File: src/sv/wsat_pkg.sv
`timescale 1ns / 1ps

package wsat_pkg;

  // Distribution-system code, frame control bits 9:8
  localparam logic [1:0] DS_NONE    = 2'b00;
  localparam logic [1:0] DS_TO_DS   = 2'b01;
  localparam logic [1:0] DS_FROM_DS = 2'b10;
  localparam logic [1:0] DS_WDS     = 2'b11;

  localparam int unsigned ADDR_W = 48;
  localparam int unsigned CNT16_W = 16;
  localparam int unsigned RSSI_W = 8;
  localparam int unsigned IDX_OUT_W = 8;
  localparam int unsigned USED_W = 9;

  typedef enum logic [1:0] {
    ST_IGNORED  = 2'd0,
    ST_UPDATED  = 2'd1,
    ST_INSERTED = 2'd2,
    ST_FULL     = 2'd3
  } status_e;

  typedef enum logic {
    B_IDLE,
    B_SEARCH
  } back_state_e;

  // Classified frame, front to back
  typedef struct packed {
    logic              ignore;
    logic [ADDR_W-1:0] src_addr;
    logic [RSSI_W-1:0] strength;
  } job_t;

  typedef struct packed {
    status_e              status;
    logic [IDX_OUT_W-1:0] entry_index;
    logic [CNT16_W-1:0]   hit_count;
    logic [USED_W-1:0]    entries_used;
  } res_t;

endpackage

File: src/sv/wsat_queue.sv
`timescale 1ns / 1ps

// Two-entry job queue between front and back.
module wsat_queue (
  input  logic           clk_i,
  input  logic           rst_ni,
  input  logic           push_valid_i,
  input  wsat_pkg::job_t push_job_i,
  output logic           push_ready_o,
  output logic           pop_valid_o,
  output wsat_pkg::job_t pop_job_o,
  input  logic           pop_i
);

  wsat_pkg::job_t slot_q [2];
  logic       wr_ptr_q, wr_ptr_d;
  logic       rd_ptr_q, rd_ptr_d;
  logic [1:0] count_q, count_d;
  logic       do_push, do_pop;

  assign push_ready_o = (count_q != 2'd2);
  assign pop_valid_o  = (count_q != 2'd0);
  assign pop_job_o    = slot_q[rd_ptr_q];
  assign do_push      = push_valid_i && push_ready_o;
  assign do_pop       = pop_i && pop_valid_o;

  always_comb begin
    wr_ptr_d = do_push ? ~wr_ptr_q : wr_ptr_q;
    rd_ptr_d = do_pop ? ~rd_ptr_q : rd_ptr_q;
    count_d  = count_q;
    if (do_push && !do_pop) begin
      count_d = count_q + 2'd1;
    end else if (do_pop && !do_push) begin
      count_d = count_q - 2'd1;
    end
  end

  always_ff @(posedge clk_i or negedge rst_ni) begin
    if (!rst_ni) begin
      wr_ptr_q <= 1'b0;
      rd_ptr_q <= 1'b0;
      count_q  <= 2'd0;
    end else begin
      wr_ptr_q <= wr_ptr_d;
      rd_ptr_q <= rd_ptr_d;
      count_q  <= count_d;
    end
  end

  always_ff @(posedge clk_i) begin
    if (do_push) begin
      slot_q[wr_ptr_q] <= push_job_i;
    end
  end

endmodule

File: config.mk
export PLATFORM = sky130hd
export DESIGN_NAME = wsat_queue
export DESIGN_NICKNAME = d
export VERILOG_FILES = /design/src/sv/wsat_pkg.sv /design/src/sv/wsat_queue.sv
export SDC_FILE = /design/constraint.sdc
export NUM_CORES = 1
export LEC_CHECK = 0
export ABC_AREA = 1
export BUFFER_PORTS_ARGS = -buffer_cell sky130_fd_sc_hd__buf_4
export CORE_ASPECT_RATIO = 2
export CORE_MARGIN = 5
export CORE_UTILIZATION = 56
export CTS_CLUSTER_DIAMETER = 200
export DETAILED_ROUTE_END_ITERATION = 16
export PLACE_DENSITY = 0.81
export SYNTH_ARGS = -nofsm -noshare
export SYNTH_HDL_FRONTEND = slang
export SYNTH_SLANG_ARGS = --single-unit
File: constraint.sdc
create_clock -name clk_i -period 7.5 [get_ports clk_i]
set_input_delay 0.75 -clock clk_i [delete_from_list [all_inputs] [get_ports clk_i]]
set_output_delay 0.75 -clock clk_i [all_outputs]
set_load 0.01 [all_outputs]
==> reports/metrics.yaml <==
critical_path:
  rr_worst_depth: 5
  cp_num_cells: 4
  cp_num_buf_inv: 2
  crit_end: "pop_job_o[34]"
  startpoint_type: "register"
  worstSetupPathType: "register to output pin"
  r2r-end: "slot_q[1][11]"
  crit_path_top_delay_cell: "inv_2"
  crit_path_end_kind: "output pin"
  cp_max_fo: 58
  crit_family: "buffers and inverters"
  cpMostUsedCell: "nand2_1"
  critPathMaxStageDelay_ps: 710
  crit_path_cell_trace: "inv_2, nand2_1, nand2_1, buf_4"
  worstPathArrival_ps: 1930
  cp.required_ps: 6750
  r2r_slack_ps: 5210
  critPathLaunch: "rd_ptr_q"
  r2r_start: "count_q[0]"
global_route:
  grt_pass1_wl_um: 13600
  antenna_found_initial: 0
  grt_max_degree: 59
  grt_pass1_vias: 2985
  overflow: 0
  grt.total_usage_pct: 18.9
floorplanning:
  die_w_um: 72.5
  rows: 45
  pin_count: 120
  initial_core_util_pct: 57.6
  fp.dieArea_um2: 9790
  dieHeight_um: 135
  core-area_um2: 7600
synth:
  synth_seq_cells: 118
  synthTopCellsByArea: "edfxtp_1 78%, nand2_1 16%, dfrtp_1 2.3%"
  ys_warn_count: 0
  yosysTopAreaCellShare_pct: 78.2
  synth_nets: 389
  yosysSeqAreaShare_pct: 80.5
  yosysTopAreaCell: "edfxtp_1"
  ys_types: 14
  synth_area_per_cell_um2: 13.4
  postSynthCellCount: 327
  syn_area_um2: 4380
timing:
  rsz0062_at_grt: "false"
  relSlewSlack_pct: 34.8
  tns_ps: 0
  max_freq_ghz: 0.374
  setup_violations: 0
  clock_skew_ps: 3.18
  slew_viol_final: 0
  worstMarginPinSlew_ps: 976
  finalCritPeriodShare_pct: 35.7
  fin_crit_ps: 2680
  whs_ps: 140
  final_hold_viol_count: 0
placed_design:
  dpl_cell_area_um2: 5330
  post-dp-hpwl_um: 5890
  gp_congestion: 0.752
  portBuffers: 119
clock_network:
  insertion_delay_ps: 400
  max-clock-path-buffers: 2
  tritoncts: "built"
  cts.sinks: 118
  cts_resized: 0
  cts-root-buf: "clkbuf_16"
  cts-buffers-inserted: 17
  postCtsHoldBufs: 0
  clk_pin_slew_ps: 50
  htree_levels: 4
  cts_setup_buffers: 0
detailed_routing:
  drt_iter0_markers: 187
  finalWirelength_um: 8760
  wl_per_cell_um: 15.6
  vias: 2779
  drc: 0
  ant_nets: 0
  vias_per_cell: 4.96
  firstDrtPassIters: 4
cells_and_area:
  fin_area_um2: 5840
  area_delta_synth_final_pct: 33.3
  utilization_pct: 76.8
  n_antenna_cell: 0
  nets: 517
  drive_gt1_share_pct: 31.5
run:
  max_cap_viol_count: 0
power:
  p_sw_share_pct: 31.0
  total_power_mw: 2.40
  leakagePower_nw: 2.53
  clkPwrFrac_pct: 28.3
  vdd_drop_max_uv: 337
  power_switching_mw: 0.746
  p_per_area_nw_per_um2: 412
  combinationalPowerShare_pct: 32.4
  power_frac_seq_pct: 39.3
  p_int_mw: 1.66
hold_path:
  hold_path.class: "input pin to async pin"
outcome:
  run_status: "completed"
## cells in the final DEF (no fill, tap or decap)
cell type,count
ha_1,1
nand3_1,2
dfrtp_1,3
nand2_1,181
nand4_1,1
clkinv_1,4
xnor2_1,1
bufinv_16,1
clkbuf_1,5
inv_2,1
dfrtp_2,1
clkbuf_16,17
clkinv_2,3
edfxtp_1,114
xor2_1,1
buf_4,122
nor2_4,2
inv_1,6
## power by group through the flow
| stage | logic, mW | registers (mW) | clock network [mW] |
|---|---|---|---|
| floorplan | 0.433 | 0.955 | 0 |
| global placement | 0.771 | 0.948 | 0 |
| detailed placement | 0.789 | 0.956 | 0 |
| CTS | 0.796 | 0.946 | 0.690 |
| global route | 0.860 | 0.956 | 0.726 |
| finish | 0.778 | 0.945 | 0.681 |
## worst reg2reg max path, cell delays in order (launching register included)
cell and delay (ps):
dfrtp_1 400, inv_1 100, nand2_1 90, nand2_1 190, nor2_4 610, buf_4 530
## how the worst min path moves through the flow
stage | startpoint | endpoint | slack (ps) | depth (start not counted)
floorplan | rst_ni | count_q[0] | 450 | 0
global placement | count_q[1] | count_q[1] | 480 | 2
detailed placement | count_q[1] | count_q[1] | 500 | 2
CTS | rst_ni | count_q[0] | 120 | 1
global route | rst_ni | count_q[1] | 120 | 1
finish | rst_ni | count_q[0] | 140 | 1
## cells in the mapped netlist (all sizes together)
master and count:
buf 13, dfrtp 4, edfxtp 114, ha 1
inv 7, nand2 181, nand3 2, nand4 1
nor2 2, xnor2 1, xor2 1
## routing by layer
metal  track usage (%)  vias to the layer above  part of all wire (%)
met5                 0                        -                     0
met2              34.5                       89                    59
met3              5.29                       18                   5.8
met4              10.1                        0                   2.7
li1                  -                     1347                     -
met1              18.6                     1325                    32
## registers in the layout, summed over array words and instances (netlist names)
name and count:
slot_q 114, wr_ptr_q 1, rd_ptr_q 1, count_q 2
## cell families after synthesis
logic type,Yosys count,synth area share [%]
AND/OR/NAND/NOR,186,16.1
flip-flops,118,80.5
buffers and inverters,20,2.77
XOR/XNOR,2,0.400
adder cells (fa/ha/maj),1,0.286
## through the flow
stage	setup slack (ps)	std cells
after detailed placement	4950	530
after global placement	4990	530
final	4820	560
after floorplan	3780	327
after global routing	4680	560
after CTS	4790	560
## final cells by class
type	instances	area (um^2)
Timing Repair Buffer	122	916
Fill cell	499	1760
Clock buffer	22	444
Inverter	7	26.3
Multi-Input combinational cell	189	748
Sequential cell	118	3520
Clock inverter	8	60.1
Tap cell	94	118
(Power assumes the default switching activity.)
