$ cat src/sv/wsat_pkg.sv
`timescale 1ns / 1ps

package wsat_pkg;

  // Distribution-system code, frame control bits 9:8
  localparam logic [1:0] DS_NONE    = 2'b00;
  localparam logic [1:0] DS_TO_DS   = 2'b01;
  localparam logic [1:0] DS_FROM_DS = 2'b10;
  localparam logic [1:0] DS_WDS     = 2'b11;

  localparam int unsigned ADDR_W = 48;
  localparam int unsigned CNT16_W = 16;
  localparam int unsigned RSSI_W = 8;
  localparam int unsigned IDX_OUT_W = 8;
  localparam int unsigned USED_W = 9;

  typedef enum logic [1:0] {
    ST_IGNORED  = 2'd0,
    ST_UPDATED  = 2'd1,
    ST_INSERTED = 2'd2,
    ST_FULL     = 2'd3
  } status_e;

  typedef enum logic {
    B_IDLE,
    B_SEARCH
  } back_state_e;

  // Classified frame, front to back
  typedef struct packed {
    logic              ignore;
    logic [ADDR_W-1:0] src_addr;
    logic [RSSI_W-1:0] strength;
  } job_t;

  typedef struct packed {
    status_e              status;
    logic [IDX_OUT_W-1:0] entry_index;
    logic [CNT16_W-1:0]   hit_count;
    logic [USED_W-1:0]    entries_used;
  } res_t;

endpackage

$ cat src/sv/wsat_if.sv
`timescale 1ns / 1ps

interface wsat_in_if;
  logic               valid;
  logic               ready;
  logic [15:0]        frame_control;
  logic [47:0]        second_address;
  logic [47:0]        third_address;
  logic signed [7:0]  signal_strength;

  modport source (
    output valid, frame_control, second_address, third_address, signal_strength,
    input  ready
  );
  modport sink (
    input  valid, frame_control, second_address, third_address, signal_strength,
    output ready
  );
endinterface


$ cat src/sv/wsat_front.sv
`timescale 1ns / 1ps

// Picks the source address from the DS code and pushes a job.
module wsat_front (
  wsat_in_if.sink       frm_i,
  output logic          push_valid_o,
  output wsat_pkg::job_t push_job_o,
  input  logic          push_ready_i
);

  logic [1:0] ds;

  always_comb begin
    ds = frm_i.frame_control[9:8];
    push_job_o.ignore   = (ds == wsat_pkg::DS_WDS);
    push_job_o.strength = frm_i.signal_strength;
    case (ds)
      wsat_pkg::DS_TO_DS: push_job_o.src_addr = frm_i.third_address;
      default:            push_job_o.src_addr = frm_i.second_address;
    endcase
  end

  assign push_valid_o = frm_i.valid;
  assign frm_i.ready  = push_ready_i;

endmodule

$ cat src/flat_wrapper.sv
// flat-port wrapper written by rule: the top's interface ports become plain ports
module wsat_front_flat 
  (push_valid_o, push_job_o, push_ready_i, frm_i_valid, frm_i_frame_control, frm_i_second_address, frm_i_third_address, frm_i_signal_strength, frm_i_ready);
  wsat_in_if frm_i_i ();
  output logic push_valid_o;
  output wsat_pkg::job_t push_job_o;
  input  logic push_ready_i;
  input wire logic [$bits(frm_i_i.valid)-1:0] frm_i_valid;
  input wire logic [$bits(frm_i_i.frame_control)-1:0] frm_i_frame_control;
  input wire logic [$bits(frm_i_i.second_address)-1:0] frm_i_second_address;
  input wire logic [$bits(frm_i_i.third_address)-1:0] frm_i_third_address;
  input wire logic [$bits(frm_i_i.signal_strength)-1:0] frm_i_signal_strength;
  output wire logic [$bits(frm_i_i.ready)-1:0] frm_i_ready;
  assign frm_i_i.valid = frm_i_valid;
  assign frm_i_i.frame_control = frm_i_frame_control;
  assign frm_i_i.second_address = frm_i_second_address;
  assign frm_i_i.third_address = frm_i_third_address;
  assign frm_i_i.signal_strength = frm_i_signal_strength;
  assign frm_i_ready = frm_i_i.ready;
  wsat_front u_core (.frm_i(frm_i_i), .push_valid_o(push_valid_o), .push_job_o(push_job_o), .push_ready_i(push_ready_i));
endmodule
$ cat config.mk
export PLATFORM = sky130hd
export DESIGN_NAME = wsat_front_flat
export DESIGN_NICKNAME = d
export VERILOG_FILES = /design/src/sv/wsat_pkg.sv /design/src/sv/wsat_if.sv /design/src/sv/wsat_front.sv /design/src/flat_wrapper.sv
export SDC_FILE = /design/constraint.sdc
export NUM_CORES = 1
export LEC_CHECK = 0
export BUFFER_PORTS_ARGS = -buffer_cell sky130_fd_sc_hd__clkbuf_2
export CAP_MARGIN = 20
export CORE_AREA = 2 2 71 73
export DETAILED_ROUTE_END_ITERATION = 6
export DIE_AREA = 0 0 73 75
export SETUP_SLACK_MARGIN = 0.3
export SYNTH_ARGS = -nofsm -noshare
export SYNTH_HDL_FRONTEND = slang
export SYNTH_SLANG_ARGS = --single-unit
$ cat constraint.sdc
create_clock -name vclk -period 4.5
set_input_delay 1.125 -clock vclk [all_inputs]
set_output_delay 1.125 -clock vclk [all_outputs]
set_load 0.02 [all_outputs]
==> impl_metrics.csv, run 1 <==
group,metric,value,unit
drt,first_pass_iters,2,
logic_synthesis,yosysWarnings,0,
timing,max_slew_margin,66.52,%
power,p_leak,0.8836,nW
logic_synthesis,yosysTopAreaCellShare,40.58,%
setup_path,arrival,2.51,ns
global_route,use_met3,2.008,%
clock_tree,cts_resized,0,
drt,drc_errors,0,
timing,drv_slew,0,
logic_synthesis,syn_inst,65,
global_route,grt_pass1_vias,1041,
setup_path,cp_top_family,"buffers and inverters",
floorplanning,initial_core_util,16.67,%
drt,routed_wirelength,3.343,mm
setup_path,crit_chain,"clkbuf_2, nor2b_4, buf_12, mux2_2, clkbuf_2",
clock_tree,cts_hold_buffers,0,
timing,finalHoldViolations,0,
setup_path,cp-startpoint,"frm_i_frame_control[8]",
worst_hold_path,hp-class,"primary input to primary output",
global_route,grt_overflow,0,
layout,syn_to_final_growth,87.76,%
drt,vias,1058,
worst_hold_path,min_from,"frm_i_signal_strength[6]",
layout,nFlopsAndLatches,0,
setup_path,cp.buffers_inverters,3,
layout,num_antenna_cells,0,
setup_path,cp-end-kind,"primary output",
timing,hold_ws,2.250,ns
logic_synthesis,ys_seq_area_share,0,%
layout,post-route-util,31.30,%
setup_path,crit_end,"push_job_o[10]",
global_route,grt_usage,10.67,%
setup_path,cpMostUsedCell,"clkbuf_2",
floorplanning,core-area,0.004661,mm^2
drt,drt_iter0_markers,1,
floorplanning,io_pins,181,
setup_path,max_stage_delay,0.45,ns
global_route,grt_max_degree,34,
clock_tree,cts_setup_buffers,0,
layout,finalNetCount,322,
drt,postRouteAntennaNets,0,
setup_path,cp_slowest_cell,"nor2b_4",
global_route,grt_pass1_wl,4.609,mm
global_route,use_met2,20.92,%
timing,period_minus_slack,3.632,ns
logic_synthesis,synth_cell_types,7,
layout,drive_gt1_share,99.49,%
logic_synthesis,synth_top_area_cell,"mux2_2",
logic_synthesis,avgSynthCellArea,11.95,um^2
place,gp_congestion,0.7875,
global_route,use_met1,12.71,%
timing,worst_slew_pin_slew,0.5012,ns
setup_path,cp_max_fo,33,
timing,setup_viol,0,
setup_path,path_class,"primary input to primary output",
timing,fmax,275.3,MHz
logic_synthesis,synthTopCellsByArea,"mux2_2 41%, mux2_4 39%, buf_4 12%",
setup_path,start_kind,"primary input",
global_route,grt.busiest_layer,"met2",
timing,rsz0062_at_grt,"false",
timing,setup_tns,0,ns
drt,wl_per_cell,13.27,um
logic_synthesis,synth_nets,187,
floorplanning,dieArea,0.005475,mm^2
layout,clockBufferCount,0,
place,dpl.hpwl,3.047,mm
place,io_buffers,147,
power,power.density,125.1,mW/mm^2
global_route,antenna_found_initial,0,
run,max_cap_violations,0,
timing,timing.final.crit_share,80.71,%
power,worst_ir_drop_vdd,0.04552,mV
setup_path,path_depth,5,
layout,seqCellArea,0,um^2
run_status,status,"complete, no violations",
floorplanning,die_h,75,um
floorplanning,die_w,73,um
drt,vias_per_cell,4.198,
layout,nFillCells,493,
logic_synthesis,synth_area,777.0,um^2
floorplanning,fp-row-count,25,
setup_path,crit_required,3.38,ns
==> layout make-up <==
type	instances	area, um^2	share of cell area (%)
multi-input combinational	50	635.6	43.57
tap	54	67.56	4.631
timing repair buffer	148	755.7	51.80
==> stage by stage <==
step / setup slack (ns) / instance area [um^2] / power, mW / std cells
floorplan: 1.479 / 777.0 / 0.1217 / 65
global placement: 0.8462 / 1459 / 0.1835 / 252
detailed placement: 0.8348 / 1459 / 0.1844 / 252
CTS: 0.8282 / 1459 / 0.1859 / 252
global route: 0.7407 / 1459 / 0.1952 / 252
finish: 0.8680 / 1459 / 0.1825 / 252
==> layout by cell type (no fill, tap or decap) <==
cell      netlist  layout
nor2b_4         1       1
and2_1          1       1
mux2_4         20      20
clkbuf_2        0     147
buf_12          2       1
mux2_2         28      28
==> layer usage <==
layer	up-vias	share of wire, %
met2	108	47
li1	494	-
met5	-	0
met1	456	39
met3	0	14
met4	0	0
==> worst min path at each step <==
stage,end,slack (ns),cells after the start
2_1_floorplan,frm_i_ready,2.36,1
3_3_place_gp,push_job_o[6],2.25,0
3_5_place_dp,push_job_o[6],2.25,0
4_1_cts,push_job_o[6],2.25,0
5_1_grt,push_job_o[7],2.25,0
6_report,push_job_o[6],2.25,0
==> power breakdown <==
group | internal, mW | switching [mW] | total [mW] | leakage (nW)
Clock | 0 | 0 | 0 | 0
Sequential | 0 | 0 | 0 | 0
Combinational | 0.0928 | 0.0897 | 0.182 | 0.884
==> synthesized netlist by cell type, drive strengths merged <==
cell	n
and2	1
mux2	48
nor2b	1
buf	15
==> logic make-up (layout without fill, tap and decap cells) <==
| logic type | count (synthesis) | count (layout) | share of synthesized area [%] |
|---|---|---|---|
| buf+inv | 15 | 148 | 18.20 |
| simple gates | 2 | 2 | 2.577 |
| mux | 48 | 48 | 79.23 |
Power figures use the tool's default switching activity.
==> run 2: changes to the inputs <==
--- a/config.mk
+++ b/config.mk
@@ -7,9 +7,10 @@
 export LEC_CHECK = 0
 export BUFFER_PORTS_ARGS = -buffer_cell sky130_fd_sc_hd__clkbuf_2
 export CAP_MARGIN = 20
-export CORE_AREA = 2 2 71 73
+export CORE_AREA = 2 2 69 71
 export DETAILED_ROUTE_END_ITERATION = 6
-export DIE_AREA = 0 0 73 75
+export DIE_AREA = 0 0 71 73
+export PLACE_DENSITY = 0.65
 export SETUP_SLACK_MARGIN = 0.3
 export SYNTH_ARGS = -nofsm -noshare
 export SYNTH_HDL_FRONTEND = slang
==> constraint.sdc (replaced) <==
create_clock -name vclk -period 3.45
set_input_delay 0.8625 -clock vclk [all_inputs]
set_output_delay 0.8625 -clock vclk [all_outputs]
set_load 0.02 [all_outputs]
==> run 2 against run 1 <==
Against the previous run: count of clock-buffer cells in the layout did not move; via count fell by 2.0%; global-route usage grew 0.20 points; combinational power rose by 30%; design area is the same; sequential cell count unchanged; die area shrank 5.3%; critical endpoint is now push_job_o[9].
==> impl_metrics.csv, run 2 (same netlist as run 1, synthesis figures left out) <==
group,metric,value,unit
run_status,status,"complete, no violations",
layout,nFlopsAndLatches,0,
layout,multi_input_area,635.6,um^2
worst_hold_path,worst_hold_path.endpoint,"push_job_o[7]",
worst_hold_path,min_from,"frm_i_signal_strength[7]",
layout,seqCellArea,0,um^2
setup_path,max_stage_delay,0.39,ns
global_route,grt_pass1_wl,4.602,mm
layout,clockBufferCount,0,
floorplanning,dieArea,0.005183,mm^2
place,io_buffers,147,
layout,num_antenna_cells,0,
timing,fmax,355.1,MHz
floorplanning,die_h,73,um
drt,vias_per_cell,4.115,
global_route,grt_pass1_vias,972,
timing,setup_viol,0,
setup_path,path_class,"primary input to primary output",
place,gp_congestion,0.7801,
layout,mostFrequentLayoutCell,"clkbuf_2",
place,dpl.hpwl,2.882,mm
setup_path,cp.buffers_inverters,3,
worst_hold_path,hold_depth,0,
drt,vias,1037,
worst_hold_path,hp-class,"primary input to primary output",
clock_tree,cts_hold_buffers,0,
setup_path,cp_top_family,"buffers and inverters",
setup_path,cp-end-kind,"primary output",
setup_path,start_kind,"primary input",
run,max_cap_violations,0,
setup_path,crit_chain,"clkbuf_2, nor2b_4, buf_12, mux2_2, clkbuf_2",
floorplanning,initial_core_util,17.13,%
setup_path,crit_required,2.59,ns
timing,setup_tns,0,ns
global_route,grt_overflow,0,
clock_tree,cts_resized,0,
timing,worst_slew_pin_slew,0.2882,ns
layout,syn_to_final_growth,87.76,%
drt,wl_per_cell,12.79,um
drt,drt_iter0_markers,4,
setup_path,arrival,1.95,ns
layout,nFillCells,474,
layout,drive_gt1_share,99.49,%
power,power.density,162.6,mW/mm^2
layout,final_cells,252,
drt,drc_errors,0,
timing,rsz0062_at_grt,"false",
timing,drv_slew,0,
setup_path,cp_max_fo,48,
global_route,grt_usage,10.87,%
floorplanning,die_w,71,um
clock_tree,cts_setup_buffers,0,
floorplanning,core-area,0.004536,mm^2
place,dpl.cell_count,252,
global_route,grt_max_degree,49,
power,worst_ir_drop_vdd,0.06831,mV
timing,finalHoldViolations,0,
global_route,antenna_found_initial,0,
timing,max_slew_margin,80.79,%
timing,fin_ws,0.6336,ns
setup_path,cp_slowest_cell,"mux2_2",
timing,timing.final.crit_share,81.63,%
drt,first_pass_iters,2,
drt,routed_wirelength,3.224,mm
floorplanning,io_pins,181,
setup_path,cpMostUsedCell,"clkbuf_2",
timing,period_minus_slack,2.816,ns
floorplanning,fp-row-count,25,
drt,postRouteAntennaNets,0,
layout,layout_common_cells,"147 x clkbuf_2, 28 x mux2_2, 20 x mux2_4",
place,pre_cts_ws,0.6215,ns
layout,finalNetCount,322,
power,p_leak,0.8836,nW
run 2: final cells by class:
class                           instances  area share (%)
Multi-Input combinational cell         50           43.57
Tap cell                               54           4.631
Timing Repair Buffer                  148           51.80
run 2: routing by layer:
metal / part of all wire, % / global-route usage (%)
met5: 0 / 0
met4: 0 / 0
met3: 17 / 3.039
met2: 46 / 20.46
met1: 37 / 13.09
run 2: worst max-delay path by stage:
stage	cells after the start	slack, ns	endpoint	start
after floorplan	4	0.95	push_job_o[34]	frm_i_frame_control[8]
after global placement	5	0.62	push_job_o[9]	frm_i_frame_control[8]
after detailed placement	5	0.62	push_job_o[9]	frm_i_frame_control[9]
after CTS	5	0.63	push_job_o[9]	frm_i_frame_control[9]
after global routing	5	0.58	push_job_o[9]	frm_i_frame_control[8]
final	5	0.63	push_job_o[9]	frm_i_frame_control[9]
run 2: report_power, final:
group / switching (mW) / internal [mW] / total, mW
registers: 0 / 0 / 0
clock network: 0 / 0 / 0
logic: 0.116 / 0.121 / 0.237
run 2: stage by stage:
stage | utilization (%) | cell area (um^2) | hold slack [ns] | total power, mW
2_1_floorplan | - | 777.0 | 1.838 | 0.1587
3_3_place_gp | 32.17 | 1459 | 1.725 | 0.2393
3_5_place_dp | 32.17 | 1459 | 1.725 | 0.2389
4_1_cts | 32.17 | 1459 | 1.725 | 0.2408
5_1_grt | 32.17 | 1459 | 1.725 | 0.2525
6_report | 32.17 | 1459 | 1.725 | 0.2372
==> run 3: changes to the inputs <==
--- a/config.mk
+++ b/config.mk
@@ -5,12 +5,12 @@
 export SDC_FILE = /design/constraint.sdc
 export NUM_CORES = 1
 export LEC_CHECK = 0
+export ABC_AREA = 1
 export BUFFER_PORTS_ARGS = -buffer_cell sky130_fd_sc_hd__clkbuf_2
 export CAP_MARGIN = 20
-export CORE_AREA = 2 2 69 71
+export CORE_AREA = 2 2 71 73
 export DETAILED_ROUTE_END_ITERATION = 6
-export DIE_AREA = 0 0 71 73
-export PLACE_DENSITY = 0.65
+export DIE_AREA = 0 0 73 75
 export SETUP_SLACK_MARGIN = 0.3
 export SYNTH_ARGS = -nofsm -noshare
 export SYNTH_HDL_FRONTEND = slang
==> constraint.sdc (replaced) <==
create_clock -name vclk -period 2.75
set_input_delay 0.6875 -clock vclk [all_inputs]
set_output_delay 0.6875 -clock vclk [all_outputs]
set_load 0.02 [all_outputs]
==> run 3 against run 2 <==
Against the previous run: combinational power up 25%; largest cell class unchanged; non-clock buffer count up 3; largest power group unchanged; setup slack worse by 0.20 ns.
==> impl_metrics.csv, run 3 <==
group,metric,value,unit
place,dpl.hpwl,2.788,mm
timing,fmax,432.0,MHz
setup_path,arrival,1.63,ns
timing,finalHoldViolations,0,
floorplanning,die_h,75,um
timing,fin_ws,0.4349,ns
timing,worst_slew_pin_slew,0.4872,ns
setup_path,crit_required,2.06,ns
global_route,grt_usage,10.47,%
drt,vias,1524,
setup_path,start_kind,"primary input",
layout,finalNetCount,423,
floorplanning,die_w,73,um
run,max_cap_violations,0,
place,io_buffers,147,
timing,hold_ws,1.375,ns
drt,drt_iter0_markers,15,
layout,syn_to_final_growth,83.00,%
layout,seqCellArea,0,um^2
logic_synthesis,synth_top_area_cell,"nand2_1",
logic_synthesis,synth_nets,296,
timing,timing.final.crit_share,84.18,%
logic_synthesis,avgSynthCellArea,4.609,um^2
drt,routed_wirelength,3.389,mm
layout,final_cells,353,
drt,wl_per_cell,9.601,um
global_route,grt_max_degree,50,
power,finalPower,0.2959,mW
timing,max_slew_margin,67.52,%
logic_synthesis,synth_cell_types,9,
layout,nFlopsAndLatches,0,
setup_path,path_class,"primary input to primary output",
layout,mostFrequentLayoutCell,"clkbuf_2",
logic_synthesis,ys_seq_area_share,0,%
layout,num_antenna_cells,0,
power,worst_ir_drop_vdd,0.09756,mV
floorplanning,initial_core_util,17.21,%
logic_synthesis,synth_commonest_cells,"97 x nand2_1, 48 x nand3_1, 12 x buf_4",
setup_path,cp_max_fo,23,
layout,multi_input_area,610.6,um^2
global_route,grt_pass1_wl,4.809,mm
clock_tree,cts_hold_buffers,0,
global_route,grt_overflow,0,
clock_tree,cts_setup_buffers,0,
layout,post-route-util,31.49,%
logic_synthesis,syn_inst,174,
worst_hold_path,hp-class,"primary input to primary output",
timing,period_minus_slack,2.315,ns
power,power.density,201.6,mW/mm^2
logic_synthesis,synth_area,802.0,um^2
place,gp_congestion,0.7248,
floorplanning,core-area,0.004661,mm^2
logic_synthesis,yosysTopAreaCellShare,45.40,%
floorplanning,dieArea,0.005475,mm^2
drt,first_pass_iters,4,
global_route,grt_pass1_vias,1172,
run_status,status,"complete, no violations",
drt,drc_errors,0,
timing,drv_slew,0,
logic_synthesis,synthMostInstantiatedCell,"nand2_1",
layout,finalInstanceArea,0.001468,mm^2
timing,setup_viol,0,
place,pre_cts_ws,0.3641,ns
place,dpl.cell_count,353,
layout,clockBufferCount,0,
clock_tree,cts_resized,0,
global_route,antenna_found_initial,0,
floorplanning,fp-row-count,25,
layout,nFillCells,535,
setup_path,cp-end-kind,"primary output",
power,p_leak,1.067,nW
place,dpl_cell_area,0.001464,mm^2
timing,setup_tns,0,ns
floorplanning,io_pins,181,
drt,postRouteAntennaNets,0,
layout,layout_common_cells,"147 x clkbuf_2, 97 x nand2_1, 48 x nand3_1",
drt,vias_per_cell,4.317,
timing,rsz0062_at_grt,"true",
layout,drive_gt1_share,51.17,%
logic_synthesis,synthTopCellsByArea,"nand2_1 45%, nand3_1 30%, buf_4 11%",
logic_synthesis,yosysWarnings,0,
-- run 3: cells by family (layout without fill, tap and decap cells) --
logic type	Yosys count	in the layout	share of synthesized area (%)
and+or+nand+nor	146	146	76.13
buffers and inverters	28	153	23.87
-- run 3: path summary, 6_finish.rpt --
check / start / end / cells after the start
setup / recovery: frm_i_frame_control[9] / push_job_o[8] / 7
hold / removal: frm_i_signal_strength[0] / push_job_o[0] / 0
-- run 3: worst max-delay path, cell delays in order --
cell and delay (ns):
clkbuf_2 0.10, inv_2 0.04, nand2_2 0.28, buf_12 0.20, nand2_1 0.08, nand2_1 0.06
clkbuf_2 0.17
-- run 3: cell type report --
type	instances	area share [%]
Timing Repair Buffer	151	53.28
Multi-Input combinational cell	146	41.60
Tap cell	54	4.604
Inverter	2	0.5115
-- run 3: power by group --
group	total (mW)	leakage [nW]	switching, mW	internal, mW
clock	0	0	0	0
sequential	0	0	0	0
combinational	0.296	1.07	0.176	0.120
-- run 3: layer usage --
metal | vias to the layer above | routed length (um) | global-route usage (%)
met5 | - | 0 | 0
met4 | 0 | 0 | 0.2058
met3 | 0 | 338 | 0.5355
met2 | 93 | 1783 | 23.22
met1 | 638 | 1268 | 11.11
li1 | 793 | - | -
